## config.mk

```make
export PLATFORM = sky130hd
export DESIGN_NAME = small_c_lexer_core_flat
export DESIGN_NICKNAME = d
export VERILOG_FILES = /design/src/rtl/scl_pkg.sv /design/src/rtl/scl_in_if.sv /design/src/rtl/scl_out_if.sv /design/src/rtl/scl_front.sv /design/src/rtl/scl_queue.sv /design/src/rtl/scl_back.sv /design/src/rtl/small_c_lexer_core.sv /design/src/flat_wrapper.sv
export SDC_FILE = /design/constraint.sdc
export NUM_CORES = 1
export LEC_CHECK = 0
export BUFFER_PORTS_ARGS = -buffer_cell sky130_fd_sc_hd__buf_2
export CORE_UTILIZATION = 62
export DETAILED_ROUTE_END_ITERATION = 8
export PLACE_DENSITY = 0.9
export SKIP_LAST_GASP = 1
export SYNTH_ARGS = -nofsm -noshare
export SYNTH_HDL_FRONTEND = slang
export SYNTH_HIERARCHICAL = 1
export SYNTH_SLANG_ARGS = --single-unit
```

## constraint.sdc

```tcl
create_clock -name clk -period 9.5 [get_ports clk]
set_clock_uncertainty 0.05 [all_clocks]
set_input_delay 0.95 -clock clk [delete_from_list [all_inputs] [get_ports clk]]
set_output_delay 0.95 -clock clk [all_outputs]
set_load 0.05 [all_outputs]
```

## src/rtl/scl_pkg.sv

```systemverilog
// scl_pkg: shared types, token codes and character classes for the small C lexer.
// No dependencies; every module in rtl/ imports it.
package scl_pkg;

  localparam int DEF_KEYWORD_CHARS = 6;
  localparam int DEF_POSITION_BITS = 32;

  // Result queue between front and back; a power of two so pointers wrap freely.
  localparam int QUEUE_DEPTH = 4;
  localparam int QP_W        = $clog2(QUEUE_DEPTH);

  localparam logic [4:0] KIND_AUTO    = 5'd0;
  localparam logic [4:0] KIND_EXTERN  = 5'd1;
  localparam logic [4:0] KIND_RETURN  = 5'd2;
  localparam logic [4:0] KIND_IDENT   = 5'd3;
  localparam logic [4:0] KIND_INT     = 5'd4;
  localparam logic [4:0] KIND_LPAREN  = 5'd5;
  localparam logic [4:0] KIND_RPAREN  = 5'd6;
  localparam logic [4:0] KIND_LBRACE  = 5'd7;
  localparam logic [4:0] KIND_RBRACE  = 5'd8;
  localparam logic [4:0] KIND_SEMI    = 5'd9;
  localparam logic [4:0] KIND_ASSIGN  = 5'd10;
  localparam logic [4:0] KIND_PLUS    = 5'd11;
  localparam logic [4:0] KIND_MINUS   = 5'd12;
  localparam logic [4:0] KIND_STAR    = 5'd13;
  localparam logic [4:0] KIND_DIV     = 5'd14;
  localparam logic [4:0] KIND_COMMA   = 5'd15;
  localparam logic [4:0] KIND_INVALID = 5'd16;
  localparam logic [4:0] KIND_END     = 5'd17;

  localparam logic [31:0] KW_AUTO   = "auto";
  localparam logic [47:0] KW_EXTERN = "extern";
  localparam logic [47:0] KW_RETURN = "return";

  localparam logic [7:0] CH_UNDER = "_";
  localparam logic [7:0] CH_STAR  = "*";
  localparam logic [7:0] CH_SLASH = "/";

  typedef enum logic [2:0] {
    MODE_IDLE    = 3'd0,
    MODE_IDENT   = 3'd1,
    MODE_NUMBER  = 3'd2,
    MODE_SLASH   = 3'd3,
    MODE_COMMENT = 3'd4,
    MODE_STAR    = 3'd5,
    MODE_HALTED  = 3'd6
  } mode_t;

  typedef struct packed {
    logic [4:0]  kind;
    logic [31:0] start;
    logic [15:0] len;
    logic [7:0]  bad;
    logic        last;
  } tok_t;

  // Up to two results per request; v1 only together with v0.
  typedef struct packed {
    logic v0;
    logic v1;
    tok_t t0;
    tok_t t1;
  } push_t;

  typedef struct packed {
    logic valid;
    tok_t tok;
  } q_head_t;

  typedef struct packed {
    logic       hit;
    logic [4:0] kind;
  } punct_t;

  function automatic logic is_letter(input logic [7:0] c);
    return (c >= "a" && c <= "z") || (c >= "A" && c <= "Z");
  endfunction

  function automatic logic is_digit(input logic [7:0] c);
    return c >= "0" && c <= "9";
  endfunction

  function automatic logic is_space(input logic [7:0] c);
    return c == " " || (c >= 8'd9 && c <= 8'd13);
  endfunction

  function automatic punct_t punct_kind(input logic [7:0] c);
    punct_t p;
    p.hit = 1'b1;
    unique case (c)
      "(":     p.kind = KIND_LPAREN;
      ")":     p.kind = KIND_RPAREN;
      "{":     p.kind = KIND_LBRACE;
      "}":     p.kind = KIND_RBRACE;
      ";":     p.kind = KIND_SEMI;
      "=":     p.kind = KIND_ASSIGN;
      "+":     p.kind = KIND_PLUS;
      "-":     p.kind = KIND_MINUS;
      "*":     p.kind = KIND_STAR;
      ",":     p.kind = KIND_COMMA;
      default: begin
        p.hit  = 1'b0;
        p.kind = KIND_INVALID;
      end
    endcase
    return p;
  endfunction

endpackage

```

## src/rtl/scl_in_if.sv

```systemverilog
// scl_in_if: character request channel (valid/ready plus action and byte).
// No dependencies.
interface scl_in_if;
  logic       valid;
  logic       ready;
  logic       action;
  logic [7:0] char_code;

  modport source (output valid, action, char_code, input ready);
  modport sink   (input valid, action, char_code, output ready);
endinterface

```

## src/rtl/scl_out_if.sv

```systemverilog
// scl_out_if: token request channel (valid/ready plus token fields).
// No dependencies.
interface scl_out_if;
  logic        valid;
  logic        ready;
  logic [4:0]  token_kind;
  logic [31:0] start_position;
  logic [15:0] token_length;
  logic [7:0]  bad_char;
  logic        last_of_run;

  modport source (output valid, token_kind, start_position, token_length, bad_char,
                  last_of_run, input ready);
  modport sink   (input valid, token_kind, start_position, token_length, bad_char,
                  last_of_run, output ready);
endinterface

```

## src/rtl/scl_front.sv

```systemverilog
// scl_front: lexer mode machine; classifies each character request and pushes
// zero, one or two tokens into the result queue. Uses scl_pkg and scl_in_if.
module scl_front #(
  parameter int KEYWORD_CHARS = scl_pkg::DEF_KEYWORD_CHARS,
  parameter int POSITION_BITS = scl_pkg::DEF_POSITION_BITS
) (
  input  logic            clk,
  input  logic            rst,
  scl_in_if.sink          chars,
  output scl_pkg::push_t  push,
  input  logic            room
);
  import scl_pkg::*;

  localparam int KW_IW = $clog2(KEYWORD_CHARS);

  mode_t                    mode, mode_next;
  logic [7:0]               prefix [KEYWORD_CHARS];
  logic [POSITION_BITS-1:0] tbegin, tbegin_next;
  logic [POSITION_BITS-1:0] pos, pos_next;
  logic [15:0]              count, count_next, count_inc;
  logic                     pfx_we;
  logic [KW_IW-1:0]         pfx_idx;

  logic       acc;
  logic [7:0] c;
  logic       c_letter, c_digit, c_space, c_slash, c_star, c_under;
  punct_t     pk;
  logic       cont, ends_word, idle_like, relex, has_pend, fi_emit;
  logic [4:0] wkind;
  tok_t       pend_tok, fi_tok, end_tok;

  assign chars.ready = room;
  assign acc         = chars.valid && room;
  assign c           = chars.char_code;

  assign c_letter = is_letter(c);
  assign c_digit  = is_digit(c);
  assign c_space  = is_space(c);
  assign c_slash  = (c == CH_SLASH);
  assign c_star   = (c == CH_STAR);
  assign c_under  = (c == CH_UNDER);
  assign pk       = punct_kind(c);

  assign count_inc = (count == 16'hFFFF) ? count : count + 16'd1;

  always_comb begin
    if (count == 16'd4 && {prefix[0], prefix[1], prefix[2], prefix[3]} == KW_AUTO) begin
      wkind = KIND_AUTO;
    end else if (count == 16'd6 && {prefix[0], prefix[1], prefix[2], prefix[3],
                                   prefix[4], prefix[5]} == KW_EXTERN) begin
      wkind = KIND_EXTERN;
    end else if (count == 16'd6 && {prefix[0], prefix[1], prefix[2], prefix[3],
                                   prefix[4], prefix[5]} == KW_RETURN) begin
      wkind = KIND_RETURN;
    end else begin
      wkind = KIND_IDENT;
    end
  end

  always_comb begin
    cont      = 1'b0;
    ends_word = 1'b0;
    idle_like = 1'b0;
    has_pend  = 1'b0;
    unique case (mode)
      MODE_IDENT: begin
        has_pend  = 1'b1;
        cont      = c_letter || c_digit || c_under;
        ends_word = !cont;
      end
      MODE_NUMBER: begin
        has_pend  = 1'b1;
        cont      = c_digit;
        ends_word = !cont;
      end
      MODE_SLASH: begin
        has_pend  = 1'b1;
        ends_word = !c_star;
      end
      MODE_COMMENT, MODE_STAR, MODE_HALTED: begin
      end
      default: idle_like = 1'b1;
    endcase
  end

  assign relex   = idle_like || ends_word;
  assign fi_emit = relex && !c_space && !c_letter && !c_digit && !c_slash;

  always_comb begin
    pend_tok.kind  = (mode == MODE_NUMBER) ? KIND_INT :
                     (mode == MODE_SLASH)  ? KIND_DIV : wkind;
    pend_tok.start = 32'(tbegin);
    pend_tok.len   = (mode == MODE_SLASH) ? 16'd1 : count;
    pend_tok.bad   = 8'd0;
    pend_tok.last  = 1'b0;

    fi_tok.kind    = pk.hit ? pk.kind : KIND_INVALID;
    fi_tok.start   = 32'(pos);
    fi_tok.len     = 16'd1;
    fi_tok.bad     = pk.hit ? 8'd0 : c;
    fi_tok.last    = 1'b0;

    end_tok.kind   = KIND_END;
    end_tok.start  = 32'(pos);
    end_tok.len    = 16'd0;
    end_tok.bad    = 8'd0;
    end_tok.last   = 1'b1;
  end

  // Token output
  always_comb begin
    push = '0;
    if (acc) begin
      if (chars.action) begin
        if (has_pend) begin
          push.v0 = 1'b1;
          push.t0 = pend_tok;
          push.v1 = 1'b1;
          push.t1 = end_tok;
        end else begin
          push.v0 = 1'b1;
          push.t0 = end_tok;
        end
      end else if (ends_word) begin
        push.v0      = 1'b1;
        push.t0      = pend_tok;
        push.t0.last = !fi_emit;
        push.v1      = fi_emit;
        push.t1      = fi_tok;
        push.t1.last = 1'b1;
      end else if (fi_emit) begin
        push.v0      = 1'b1;
        push.t0      = fi_tok;
        push.t0.last = 1'b1;
      end
    end
  end

  // Next state
  always_comb begin
    mode_next   = mode;
    tbegin_next = tbegin;
    count_next  = count;
    pos_next    = pos;
    pfx_we      = 1'b0;
    pfx_idx     = count[KW_IW-1:0];
    if (acc) begin
      if (chars.action) begin
        mode_next   = MODE_IDLE;
        tbegin_next = '0;
        count_next  = 16'd0;
        pos_next    = '0;
      end else begin
        pos_next = pos + POSITION_BITS'(1);
        if (relex) begin
          priority if (c_space) begin
            mode_next = MODE_IDLE;
          end else if (c_letter || c_digit) begin
            mode_next   = c_letter ? MODE_IDENT : MODE_NUMBER;
            tbegin_next = pos;
            count_next  = 16'd1;
            pfx_we      = 1'b1;
            pfx_idx     = '0;
          end else if (c_slash) begin
            mode_next   = MODE_SLASH;
            tbegin_next = pos;
            count_next  = 16'd0;
          end else if (pk.hit) begin
            mode_next = MODE_IDLE;
          end else begin
            mode_next = MODE_HALTED;
          end
        end else if (cont) begin
          pfx_we     = (count < 16'(KEYWORD_CHARS));
          count_next = count_inc;
        end else begin
          unique case (mode)
            MODE_SLASH:   mode_next = MODE_COMMENT;
            MODE_COMMENT: if (c_star) mode_next = MODE_STAR;
            MODE_STAR: begin
              if (c_slash) begin
                mode_next = MODE_IDLE;
              end else if (!c_star) begin
                mode_next = MODE_COMMENT;
              end
            end
            default: mode_next = mode;
          endcase
        end
      end
    end
  end

  always_ff @(posedge clk) begin
    if (rst) begin
      mode   <= MODE_IDLE;
      tbegin <= '0;
      count  <= 16'd0;
      pos    <= '0;
    end else begin
      mode   <= mode_next;
      tbegin <= tbegin_next;
      count  <= count_next;
      pos    <= pos_next;
    end
  end

  always_ff @(posedge clk) begin
    if (pfx_we) prefix[pfx_idx] <= c;
  end

  a_end_closes: assert property (@(posedge clk) disable iff (rst)
    (acc && chars.action) |-> push.v0 &&
      (push.v1 ? push.t1.kind == KIND_END : push.t0.kind == KIND_END))
    else $error("end request did not close with an end token");

  a_halt_quiet: assert property (@(posedge clk) disable iff (rst)
    (acc && !chars.action && mode == MODE_HALTED) |-> !push.v0)
    else $error("token emitted while halted");

endmodule

```

## src/rtl/scl_queue.sv

```systemverilog
// scl_queue: short result queue, two writes and one read per cycle.
// Uses scl_pkg.
module scl_queue (
  input  logic             clk,
  input  logic             rst,
  input  scl_pkg::push_t   push,
  output logic             room,
  output scl_pkg::q_head_t head,
  input  logic             pop
);
  import scl_pkg::*;

  tok_t            ent [QUEUE_DEPTH];
  logic [QP_W-1:0] wp, rp;
  logic [QP_W:0]   cnt;
  logic [1:0]      n_push;

  assign n_push     = {1'b0, push.v0} + {1'b0, push.v1};
  assign room       = (cnt <= (QP_W+1)'(QUEUE_DEPTH - 2));
  assign head.valid = (cnt != '0);
  assign head.tok   = ent[rp];

  always_ff @(posedge clk) begin
    if (rst) begin
      wp  <= '0;
      rp  <= '0;
      cnt <= '0;
    end else begin
      wp  <= wp + QP_W'(n_push);
      rp  <= rp + QP_W'(pop);
      cnt <= cnt + (QP_W+1)'(n_push) - (QP_W+1)'(pop);
    end
  end

  always_ff @(posedge clk) begin
    if (push.v0) ent[wp] <= push.t0;
    if (push.v1) ent[wp + QP_W'(1)] <= push.t1;
  end

  a_no_overflow: assert property (@(posedge clk) disable iff (rst)
    cnt <= (QP_W+1)'(QUEUE_DEPTH))
    else $error("result queue overflow");

  a_push_order: assert property (@(posedge clk) disable iff (rst)
    push.v1 |-> push.v0)
    else $error("second push without first");

  a_pop_valid: assert property (@(posedge clk) disable iff (rst)
    pop |-> head.valid)
    else $error("pop from empty queue");

endmodule

```

## src/rtl/scl_back.sv

```systemverilog
// scl_back: output register; drains the result queue onto the token channel.
// Uses scl_pkg and scl_out_if.
module scl_back (
  input  logic             clk,
  input  logic             rst,
  input  scl_pkg::q_head_t head,
  output logic             pop,
  scl_out_if.source        tokens
);
  import scl_pkg::*;

  logic ov;
  tok_t tok;
  logic load;

  assign load = head.valid && (!ov || tokens.ready);
  assign pop  = load;

  always_ff @(posedge clk) begin
    if (rst) begin
      ov <= 1'b0;
    end else if (load) begin
      ov <= 1'b1;
    end else if (tokens.ready) begin
      ov <= 1'b0;
    end
  end

  always_ff @(posedge clk) begin
    if (load) tok <= head.tok;
  end

  assign tokens.valid          = ov;
  assign tokens.token_kind     = tok.kind;
  assign tokens.start_position = tok.start;
  assign tokens.token_length   = tok.len;
  assign tokens.bad_char       = tok.bad;
  assign tokens.last_of_run    = tok.last;

  a_load_shows: assert property (@(posedge clk) disable iff (rst)
    load |=> ov)
    else $error("loaded token not presented");

endmodule

```

## src/rtl/small_c_lexer_core.sv

```systemverilog
// small_c_lexer_core: top level of the small C lexer; front mode machine,
// result queue and output register. Uses scl_pkg, scl_in_if, scl_out_if.
//
//   channel  dir  request             fields
//   chars    in   one byte or end     action, char_code
//   tokens   out  one token           token_kind, start_position, token_length,
//                                     bad_char, last_of_run
//
// One character request per cycle while chars.ready is high; 0-2 tokens each.
// 1 token per cycle out while tokens.ready is high, via queue and output register.
// chars.ready drops while the 4-entry result queue has fewer than 2 free slots.
// Reset (rst, synchronous) returns the lexer to idle with position zero.
module small_c_lexer_core #(
  parameter int KEYWORD_CHARS = scl_pkg::DEF_KEYWORD_CHARS,
  parameter int POSITION_BITS = scl_pkg::DEF_POSITION_BITS
) (
  input  logic      clk,
  input  logic      rst,
  scl_in_if.sink    chars,
  scl_out_if.source tokens
);
  import scl_pkg::*;

  push_t   push;
  logic    room;
  q_head_t head;
  logic    pop;

  scl_front #(
    .KEYWORD_CHARS (KEYWORD_CHARS),
    .POSITION_BITS (POSITION_BITS)
  ) u_front (
    .clk   (clk),
    .rst   (rst),
    .chars (chars),
    .push  (push),
    .room  (room)
  );

  scl_queue u_queue (
    .clk  (clk),
    .rst  (rst),
    .push (push),
    .room (room),
    .head (head),
    .pop  (pop)
  );

  scl_back u_back (
    .clk    (clk),
    .rst    (rst),
    .head   (head),
    .pop    (pop),
    .tokens (tokens)
  );

endmodule
```

## src/flat_wrapper.sv

```systemverilog
// flat-port wrapper written by rule: the top's interface ports become plain ports
module small_c_lexer_core_flat import scl_pkg::*;
#(
  parameter int KEYWORD_CHARS = scl_pkg::DEF_KEYWORD_CHARS,
  parameter int POSITION_BITS = scl_pkg::DEF_POSITION_BITS
)
  (clk, rst, chars_valid, chars_action, chars_char_code, chars_ready, tokens_valid, tokens_token_kind, tokens_start_position, tokens_token_length, tokens_bad_char, tokens_last_of_run, tokens_ready);
  scl_in_if chars_i ();
  scl_out_if tokens_i ();
  input  logic clk;
  input  logic rst;
  input wire logic [$bits(chars_i.valid)-1:0] chars_valid;
  input wire logic [$bits(chars_i.action)-1:0] chars_action;
  input wire logic [$bits(chars_i.char_code)-1:0] chars_char_code;
  output wire logic [$bits(chars_i.ready)-1:0] chars_ready;
  output wire logic [$bits(tokens_i.valid)-1:0] tokens_valid;
  output wire logic [$bits(tokens_i.token_kind)-1:0] tokens_token_kind;
  output wire logic [$bits(tokens_i.start_position)-1:0] tokens_start_position;
  output wire logic [$bits(tokens_i.token_length)-1:0] tokens_token_length;
  output wire logic [$bits(tokens_i.bad_char)-1:0] tokens_bad_char;
  output wire logic [$bits(tokens_i.last_of_run)-1:0] tokens_last_of_run;
  input wire logic [$bits(tokens_i.ready)-1:0] tokens_ready;
  assign chars_i.valid = chars_valid;
  assign chars_i.action = chars_action;
  assign chars_i.char_code = chars_char_code;
  assign chars_ready = chars_i.ready;
  assign tokens_valid = tokens_i.valid;
  assign tokens_token_kind = tokens_i.token_kind;
  assign tokens_start_position = tokens_i.start_position;
  assign tokens_token_length = tokens_i.token_length;
  assign tokens_bad_char = tokens_i.bad_char;
  assign tokens_last_of_run = tokens_i.last_of_run;
  assign tokens_i.ready = tokens_ready;
  small_c_lexer_core #(.KEYWORD_CHARS(KEYWORD_CHARS), .POSITION_BITS(POSITION_BITS)) u_core (.clk(clk), .rst(rst), .chars(chars_i), .tokens(tokens_i));
endmodule
```

==> Word-level counts from Yosys, hierarchy flattened <==
Memories as Yosys holds them, arrays and structs flattened. A register that Yosys moved wholly into a read port is not among the register bits.
Cells that the tools add are included.
{ "op_classes": {"addsub": 8, "n_lt_le_gt_ge": 10, "eq_ne": 32, "mux": 69, "reduce_logical": 39} }
{ "op_table": {"columns": ["operator", "n"], "rows": [
  ["62-bit two-way mux", 5],
  ["126-bit two-way mux", 2],
  ["32-bit two-way mux", 6],
  ["16-bit two-way mux", 8],
  ["48-bit by 47-bit == test with 1-bit output, second input constant", 2],
  ["8-bit by 6-bit == test with 1-bit output, second input constant", 10],
  ["5-bit case mux with 10 select lines", 1],
  ["3-bit two-way mux", 15],
  ["32-bit by 1-bit adder with 32-bit output, second input constant", 1],
  ["16-bit by 3-bit == test with 1-bit output, second input constant", 2],
  ["32-bit by 31-bit == test with 1-bit output, second input constant", 1],
  ["8-bit by 7-bit == test with 1-bit output, second input constant", 3],
  ["1-bit two-way mux", 22],
  ["16-bit by 1-bit adder with 16-bit output, second input constant", 1],
  ["16-bit == test, second input constant", 1],
  ["8-bit by 7-bit greater-or-equal comparator with 1-bit output, second input constant", 2],
  ["8-bit by 7-bit <= comparator with 1-bit output, second input constant", 2],
  ["16-bit by 3-bit less-than comparator with 1-bit output, second input constant", 1],
  ["5-bit two-way mux", 3],
  ["1-bit logical AND", 13],
  ["5-bit AND reduction", 2],
  ["10-bit OR reduction", 1],
  ["3-bit == test, second input constant", 3],
  ["3-bit case mux with 3 select lines", 1],
  ["other kinds (31)", 50]
]} }
{ "word_totals": {"regBits": 91, "mem_bits_rw": 296, "input_bits": 13, "output_inout_bits": 64, "mem_count": 2} }
{ "mem_list": {"columns": ["name", "words", "word_bits", "rd", "rd_ports_with_merged_regs", "write_ports", "line", "text"], "rows": [
  ["u_core.u_queue.ent", 4, 62, 1, 1, 2, "scl_queue.sv:13", "tok_t ent [QUEUE_DEPTH];"],
  ["u_core.u_front.prefix", 6, 8, 6, 0, 1, "scl_front.sv:18", "logic [7:0] prefix [KEYWORD_CHARS];"]
]} }

==> Longest topological paths before layout <==
Gate-level depths: netlist (run 1).
{ "depth": {"depth_word": 19, "ltp_mapped": 19} }

==> Modules after synthesis <==
Netlist (run 1), hierarchy kept.
{ "by_module_without_submodules": {"columns": ["mod", "n_inst", "cells_per_inst", "area_per_inst_um2", "seq_area_each_um2"], "rows": [
  ["scl_queue", 1, 642, 12629.6, 7587.3],
  ["scl_front", 1, 833, 7507.2, 3103.0],
  ["scl_back", 1, 67, 1916.8, 1881.8]
]} }

==> Worst setup path before layout (run 1) <==
No wires, ideal clock.
{ "synth_path": {"path_type": "input to register", "startpoint": "input port chars_char_code[7]", "endpoint": "memory u_core/u_queue/ent[2][0] (netlist name) (enable)", "setup_time_ps": 568, "t_arrival_ps": 7139, "slack_ps": 1743, "cell_stages": 11, "path_cell_list": "buf_2 and4bb_2 a31oi_1 o221a_1 o21ai_2 nor3_4 inv_1 ha_1 a21oi_1 nand2b_1 o21ai_0"} }
{ "synth_rtl": {"columns": ["item", "line", "text"], "rows": [
  ["from (decl)", "flat_wrapper.sv:14", "input wire logic [$bits(chars_i.char_code)-1:0] chars_char_code;"],
  ["to (decl)", "scl_queue.sv:13", null]
]} }

==> metrics.cfg, run 1 <==
[run_status]
outcome=complete, no violations

[critical_path]
cp_launch_type=register
timing.reg2reg.worst_path_depth=12
critical_path.n_buffers_inverters=2
critPathRequiredTime_ns=9.62
worstSetupPathType=reg -> reg
max_stage_delay_ns=0.78
critical-path-top-delay-family=simple AND/OR/NAND/NOR gates
type_of_element_capturing_the_critical_path=register
r2r_slack_ns=3.89
max_fanout_on_critical_path=62
critical_path_arrival_ns=5.73
crit_path_top_delay_cell=sky130_fd_sc_hd__buf_4
crit_chain=nor2b_1 -> nand2_1 -> o221a_1 -> o21ai_2 -> nor3_4 -> ha_1 -> nor2_1 -> nor2_1 -> nand3_2 -> buf_4 -> o21ai_4 -> buf_4
worstSetupPathDepth=12

[power]
power_leakage_nw=8.677
proportion_of_power_drawn_by_combinational_gates_pct=29.0
power.share.sequential_pct=43.3
share_of_total_power_consumed_by_net_switching_pct=33.47
power_density_mw_per_mm2=265.4
vdd_drop_max_mv=0.4159
cellInternalPower_mw=4.231
p_sw_mw=2.128
p_clk_share_pct=27.7

[worst_hold_path]
hold_path_class=reg -> reg
worst_hold_path.num_cells=1

[die]
initial_core_utilization_pct=63.38
pin_count=77
placementRows=68
die-height_um=190.6
die-area_mm2=0.03633
core_area_mm2=0.03480
floorplan.die.width_um=190.6

[finish]
post_route_cells_drive_above_1_share_pct=33.02
layout.cells.non_filler=2069
filler_cell_count=2205
layout.cells.most_common=sky130_fd_sc_hd__edfxtp_1
layout.nets=1603
flow.area_growth_from_synthesis_pct=8.635
antenna_cells=0
mostFrequentLayoutCells=sky130_fd_sc_hd__edfxtp_1 (358), sky130_fd_sc_hd__mux2_2 (165), sky130_fd_sc_hd__nor2_1 (115)

[timing]
worstMarginPinSlew_ns=1.218
drv_slew=0
fin_tns_setup_ns=0
timing.final.hold_violations=0
fmaxAchievable_mhz=178.2
timing.slew.headroom_pct=18.82
layout_worst_path_cycle_share_pct=59.06
finalWorstPathRequiredPeriod_ns=5.610
setup_viol_count_final=0
rsz0062_at_grt=no

[placement]
place.port_buffers=76
placed_cells=1985
dp.final_hpwl_um=27740
routability_congestion=0.9028

[cts]
clock_tree.buffer_depth=3
tritoncts_clock_tree=yes
h_tree_depth=2
clkTransAtPathRegs_ns=0.06
cts.sinks=449
number_of_cts_inserted_buffers=45
post_cts_hold_buffer_count=0
cts.repair.resized=0
postCtsSetupRepairBufs=0
cts_root_buf=sky130_fd_sc_hd__clkbuf_16
clock_latency_ns=0.56

[logic_synthesis]
yosysWarnings=6
synth_edf_count=358
synth_flop_cell=sky130_fd_sc_hd__edfxtp_1
syn-instance-count=1542
syn_area_per_cell_um2=14.30
async_reset_ff_share_pct=0
yosys.cell_types.count=89
sequential_fraction_of_the_synthesis_area_pct=57.01
synth_seq_cells=449
synth.cell_area_mm2=0.02205

[detailed_routing]
detailroute.via_count=13450
drt_iter0_drc=1432
detail_route.wl_per_cell_um=23.15
drtAntennaViolNets=0
drc=0
drt-pass1-iter-count=6
wirelength_um=47900
route.detailed.vias_per_inst=6.500

[global_routing]
grt_usage_pct=26.98
grt_pass1_vias=13440
grt_first_pass_wirelength_um=75390
number_of_antenna_violations_at_the_first_check_in_global_routing=0
grt.overflow.total=0
largest_net_degree_at_the_start_of_global_routing=79

[job]
drv_cap=0

## state kept, by name (all words and copies together), names as in the netlist, 2 cells and up
signal / cells
u_core/u_queue/wp: 2
u_core/u_front/tbegin: 32
u_core/u_queue/cnt: 3
u_core/u_back/tokens.bad_char: 8
u_core/u_back/tokens.token_kind: 5
u_core/u_front/pos: 32
u_core/u_back/tokens.token_length: 16
u_core/u_front/mode: 3
u_core/u_queue/ent: 248
u_core/u_back/tokens.start_position: 32
u_core/u_queue/rp: 2
u_core/u_front/count: 16
u_core/u_front/prefix: 48
## metrics by stage
step / setup slack, ns / power, mW / cell area [um2] / util (%) / hold WS, ns
6_report: 3.890 / 6.358 / 23960 / 68.85 / 0.4299
5_1_grt: 3.699 / 6.581 / 23960 / 68.85 / 0.4452
4_1_cts: 4.079 / 6.398 / 23960 / 68.85 / 0.4321
3_5_place_dp: 3.642 / 4.639 / 22480 / 64.60 / 0.4158
3_3_place_gp: 3.747 / 4.591 / 22480 / 64.60 / 0.4118
2_1_floorplan: 1.743 / 4.206 / 22110 / - / 0.3999
## metal layers
metal	GRT usage, %	share of wire, %	vias to the layer above	wire, um
li1	-	-	5961	-
met1	36.21	40	6752	19150
met2	44.60	49	620	23530
met3	4.012	7.8	116	3731
met4	10.34	3.1	0	1480
met5	0	0	-	0
## synth_stat cells, types with 30 or more instances
master                     instances  share of area, %
sky130_fd_sc_hd__and2_1           47               1.3
sky130_fd_sc_hd__mux2_4           59               4.0
sky130_fd_sc_hd__nand2_1          47              0.80
sky130_fd_sc_hd__nand3_1          30              0.68
sky130_fd_sc_hd__mux4_2           62               6.3
sky130_fd_sc_hd__a21oi_1          50               1.1
sky130_fd_sc_hd__mux2_2          165               8.4
sky130_fd_sc_hd__dfxtp_1          91               8.3
sky130_fd_sc_hd__clkbuf_1         39              0.66
sky130_fd_sc_hd__edfxtp_1        358                49
sky130_fd_sc_hd__a22o_1           34               1.4
sky130_fd_sc_hd__nor2_1          117               2.0
## path summary, 6_finish.rpt
kind | startpoint | to
setup / recovery | u_core/u_front/mode[2] | u_core/u_queue/ent[0][32]
hold / removal | u_core/u_front/tbegin[6] | u_core/u_front/tbegin[6]
setup reg to reg | u_core/u_front/mode[2] | u_core/u_queue/ent[0][32]
hold reg to reg | u_core/u_front/tbegin[6] | u_core/u_front/tbegin[6]
## final cells by class
cell class / instances / area [um2] / share of cell area [%]
timing repair buffer: 93 / 508.0 / 2.120
clock buffer: 66 / 1336 / 5.578
clock inverter: 18 / 142.6 / 0.5954
sequential: 449 / 12580 / 52.50
multi-input combinational: 968 / 8747 / 36.51
inverter: 20 / 77.57 / 0.3238
tap: 455 / 569.3 / 2.376
## power by group through the flow
stage	combinational, mW	sequential [mW]	clock [mW]
after floorplan	0.931	3.28	0
after global placement	1.81	2.78	0
after detailed placement	1.84	2.80	0
after CTS	1.86	2.76	1.78
after global routing	1.94	2.79	1.86
final	1.84	2.75	1.76
## cell families (layout without fill, tap and decap cells)
family	after synthesis	in the layout	synth area share, %
xor gates and xnor gates	30	30	1.322
muxes	314	314	20.19
adders and majority gates	13	13	0.7716
DFF	449	449	57.01
AOI/OAI and AO/OA	185	185	6.366
buffers and inverters	139	197	3.824
other	1	15	0.01700
and+or+nand+nor	411	411	10.51
Power figures use the tool's default switching activity.
==> inputs of run 2 (changes only) <==
==> constraint.sdc (replaced) <==
create_clock -name clk -period 5.4 [get_ports clk]
set_clock_uncertainty 0.05 [all_clocks]
set_input_delay 0.54 -clock clk [delete_from_list [all_inputs] [get_ports clk]]
set_output_delay 0.54 -clock clk [all_outputs]
set_load 0.05 [all_outputs]
==> run 2 against run 1 <==
Utilization is 0.51 points higher. Sequential share of layout area fell by 0.39 points. Global-route usage increased by 0.39 points. Combinational power is 77% higher. Clock-buffer cell count is 7 higher. Die area stayed put. Setup slack got worse by 2.7 ns. Cell area grew 0.74%. Non-clock buffer count rose by 13. Hold slack got worse by 0.21 ns. Clock power is 76% higher.
==> metrics.cfg, run 2 (same netlist as run 1, synthesis figures left out) <==
[placement]
detailed_place.area_mm2=0.02265  ; was 0.02248 mm2
placed_cells=1998  ; was 1,985
place.port_buffers=76  ; unchanged
dp.final_hpwl_um=28750  ; was 27,740 um
routability_congestion=0.8864  ; was 0.9028
dpl_worst_slack_ns=0.7150  ; was 3.642 ns

[finish]
post_route_cells_drive_above_1_share_pct=33.39  ; was 33.02%
largest_register_ff_count=248  ; unchanged
largest-register=u_core/u_queue/ent  ; unchanged
sequential_cell_area_mm2=0.01258  ; unchanged
filler_cell_count=2181  ; was 2,205
largestRegisters=u_core/u_queue/ent: 248 flops, u_core/u_front/prefix: 48 flops  ; unchanged
layout.cells.most_common=sky130_fd_sc_hd__edfxtp_1  ; unchanged
mostFrequentLayoutCells=sky130_fd_sc_hd__edfxtp_1 (358), sky130_fd_sc_hd__mux2_2 (165), sky130_fd_sc_hd__nor2_1 (115)  ; unchanged
layout.nets=1617  ; was 1,603
multi_input_comb_area_mm2=0.008746  ; was 0.008747 mm2
layout.cells.non_filler=2084  ; was 2,069
layout.cell_area.non_filler_mm2=0.02414  ; was 0.02396 mm2
flow.area_growth_from_synthesis_pct=9.440  ; was 8.635%
antenna_cells=0  ; unchanged

[die]
die-height_um=190.6  ; unchanged
core_area_mm2=0.03480  ; unchanged
initial_core_utilization_pct=63.38  ; unchanged
pin_count=77  ; unchanged
floorplan.die.width_um=190.6  ; unchanged
die-area_mm2=0.03633  ; unchanged
placementRows=68  ; unchanged

[cts]
clock_latency_ns=0.56  ; about the same
h_tree_depth=2  ; unchanged
post_cts_hold_buffer_count=0  ; unchanged
cts.sinks=449  ; unchanged
cts_root_buf=sky130_fd_sc_hd__clkbuf_16  ; unchanged
number_of_cts_inserted_buffers=46  ; was 45
clkTransAtPathRegs_ns=0.06  ; about the same
postCtsSetupRepairBufs=0  ; unchanged
cts.repair.resized=0  ; unchanged
clock_tree.buffer_depth=3  ; unchanged
tritoncts_clock_tree=yes  ; unchanged

[run_status]
outcome=complete, no violations  ; unchanged

[critical_path]
type_of_element_capturing_the_critical_path=register  ; unchanged
critical_path_arrival_ns=4.36  ; was 5.73 ns
critPathRequiredTime_ns=5.59  ; was 9.62 ns
max_fanout_on_critical_path=36  ; was 62
worstSetupPathType=in -> reg  ; was reg -> reg
cp_launch_type=primary input  ; was register

[job]
drv_cap=0  ; unchanged

[detailed_routing]
detail_route.wl_per_cell_um=23.48  ; was 23.15 um
drtAntennaViolNets=0  ; unchanged
detailroute.via_count=13430  ; was 13,450
drt-pass1-iter-count=5  ; was 6
drc=0  ; unchanged
wirelength_um=48940  ; was 47,900 um
route.detailed.vias_per_inst=6.442  ; was 6.500
drt_iter0_drc=1271  ; was 1,432

[timing]
fmaxAchievable_mhz=239.5
timing.final.hold_violations=0  ; unchanged
drv_slew=0  ; unchanged
post-route-worst-setup-slack_ns=1.224  ; was 3.890 ns
layout_worst_path_cycle_share_pct=77.33
rsz0062_at_grt=no  ; unchanged
timing.slew.headroom_pct=13.26  ; was 18.82%
finalWorstPathRequiredPeriod_ns=4.176
worstMarginPinSlew_ns=1.301  ; was 1.218 ns
setup_viol_count_final=0  ; unchanged

[power]
power_density_mw_per_mm2=465.6  ; was 265.4 mW/mm2
power_leakage_nw=8.765  ; was 8.677 nW
vdd_drop_max_mv=0.3084  ; was 0.4159 mV

[global_routing]
grt_usage_pct=27.37  ; was 26.98%
number_of_antenna_violations_at_the_first_check_in_global_routing=0  ; unchanged
grt_first_pass_wirelength_um=76180  ; was 75,390 um
largest_net_degree_at_the_start_of_global_routing=79  ; unchanged
grt.overflow.total=0  ; unchanged
grt_pass1_vias=13800  ; was 13,440

[worst_hold_path]
hold_path_class=in -> reg  ; was reg -> reg

## run 2: cell types whose count changed in the layout (fill, tap and decap cells not counted), moves of 2 or more
| cell | before | now |
|---|---|---|
| sky130_fd_sc_hd__buf_12 | 0 | 6 |
| sky130_fd_sc_hd__buf_4 | 17 | 24 |
| sky130_fd_sc_hd__clkbuf_1 | 10 | 19 |
| sky130_fd_sc_hd__clkbuf_4 | 2 | 0 |
| sky130_fd_sc_hd__clkinv_1 | 6 | 0 |
## run 2: final timing paths
check	slack, ns	from	cells after the start	endpoint
max	1.22	chars_char_code[1]	12	u_core/u_queue/ent[2][27]
min	0.21	tokens_ready	3	u_core/u_back/tokens.valid
max reg2reg	1.24	u_core/u_front/mode[1]	12	u_core/u_queue/ent[2][27]
min reg2reg	0.44	u_core/u_front/tbegin[27]	1	u_core/u_front/tbegin[27]
## run 2: per-stage QoR
stage / hold slack [ns] / TNS [ns] / utilization [%] / power, mW
4_1_cts: 0.1949 / 0 / 69.36 / 11.29
3_5_place_dp: 0.4146 / 0 / 65.09 / 8.184
3_3_place_gp: 0.4120 / 0 / 65.09 / 8.108
6_report: 0.2150 / 0 / 69.36 / 11.24
2_1_floorplan: 0.3999 / -44.07 / - / 7.380
5_1_grt: 0.2159 / 0 / 69.36 / 11.62
## run 2: final cells by class
cell class	instances	share of cell area, %
flip-flops and latches	449	52.11
multi-input cells	968	36.24
clock buffers	73	5.568
repair buffers	106	2.820
well taps	455	2.359
clock inverters	13	0.5858
inverters	20	0.3214
## run 2: worst max-delay path: stages
cell	delay (ns)
sky130_fd_sc_hd__buf_2	0.32
sky130_fd_sc_hd__o21ai_1	0.25
sky130_fd_sc_hd__a31oi_4	0.27
sky130_fd_sc_hd__a311o_1	0.33
sky130_fd_sc_hd__o21ai_2	0.21
sky130_fd_sc_hd__nor3_4	0.32
sky130_fd_sc_hd__inv_1	0.16
sky130_fd_sc_hd__ha_1	0.20
sky130_fd_sc_hd__a21oi_1	0.23
sky130_fd_sc_hd__nand2b_1	0.20
sky130_fd_sc_hd__o21ai_4	0.93
sky130_fd_sc_hd__buf_12	0.34
## run 2: layer usage
metal | wire length [um] | vias up | global-route usage (%) | share of wire [%]
li1 | - | 5971 | - | -
met1 | 19270 | 6710 | 35.04 | 39
met2 | 24480 | 615 | 46.62 | 50
met3 | 3545 | 130 | 4.104 | 7.2
met4 | 1640 | 0 | 11.48 | 3.4
met5 | 0 | - | 0 | 0
## run 2: where the power goes
group	switching, mW	internal [mW]	total [mW]
Combinational	2.21	1.04	3.25
Sequential	0.268	4.62	4.89
Clock	1.29	1.81	3.10
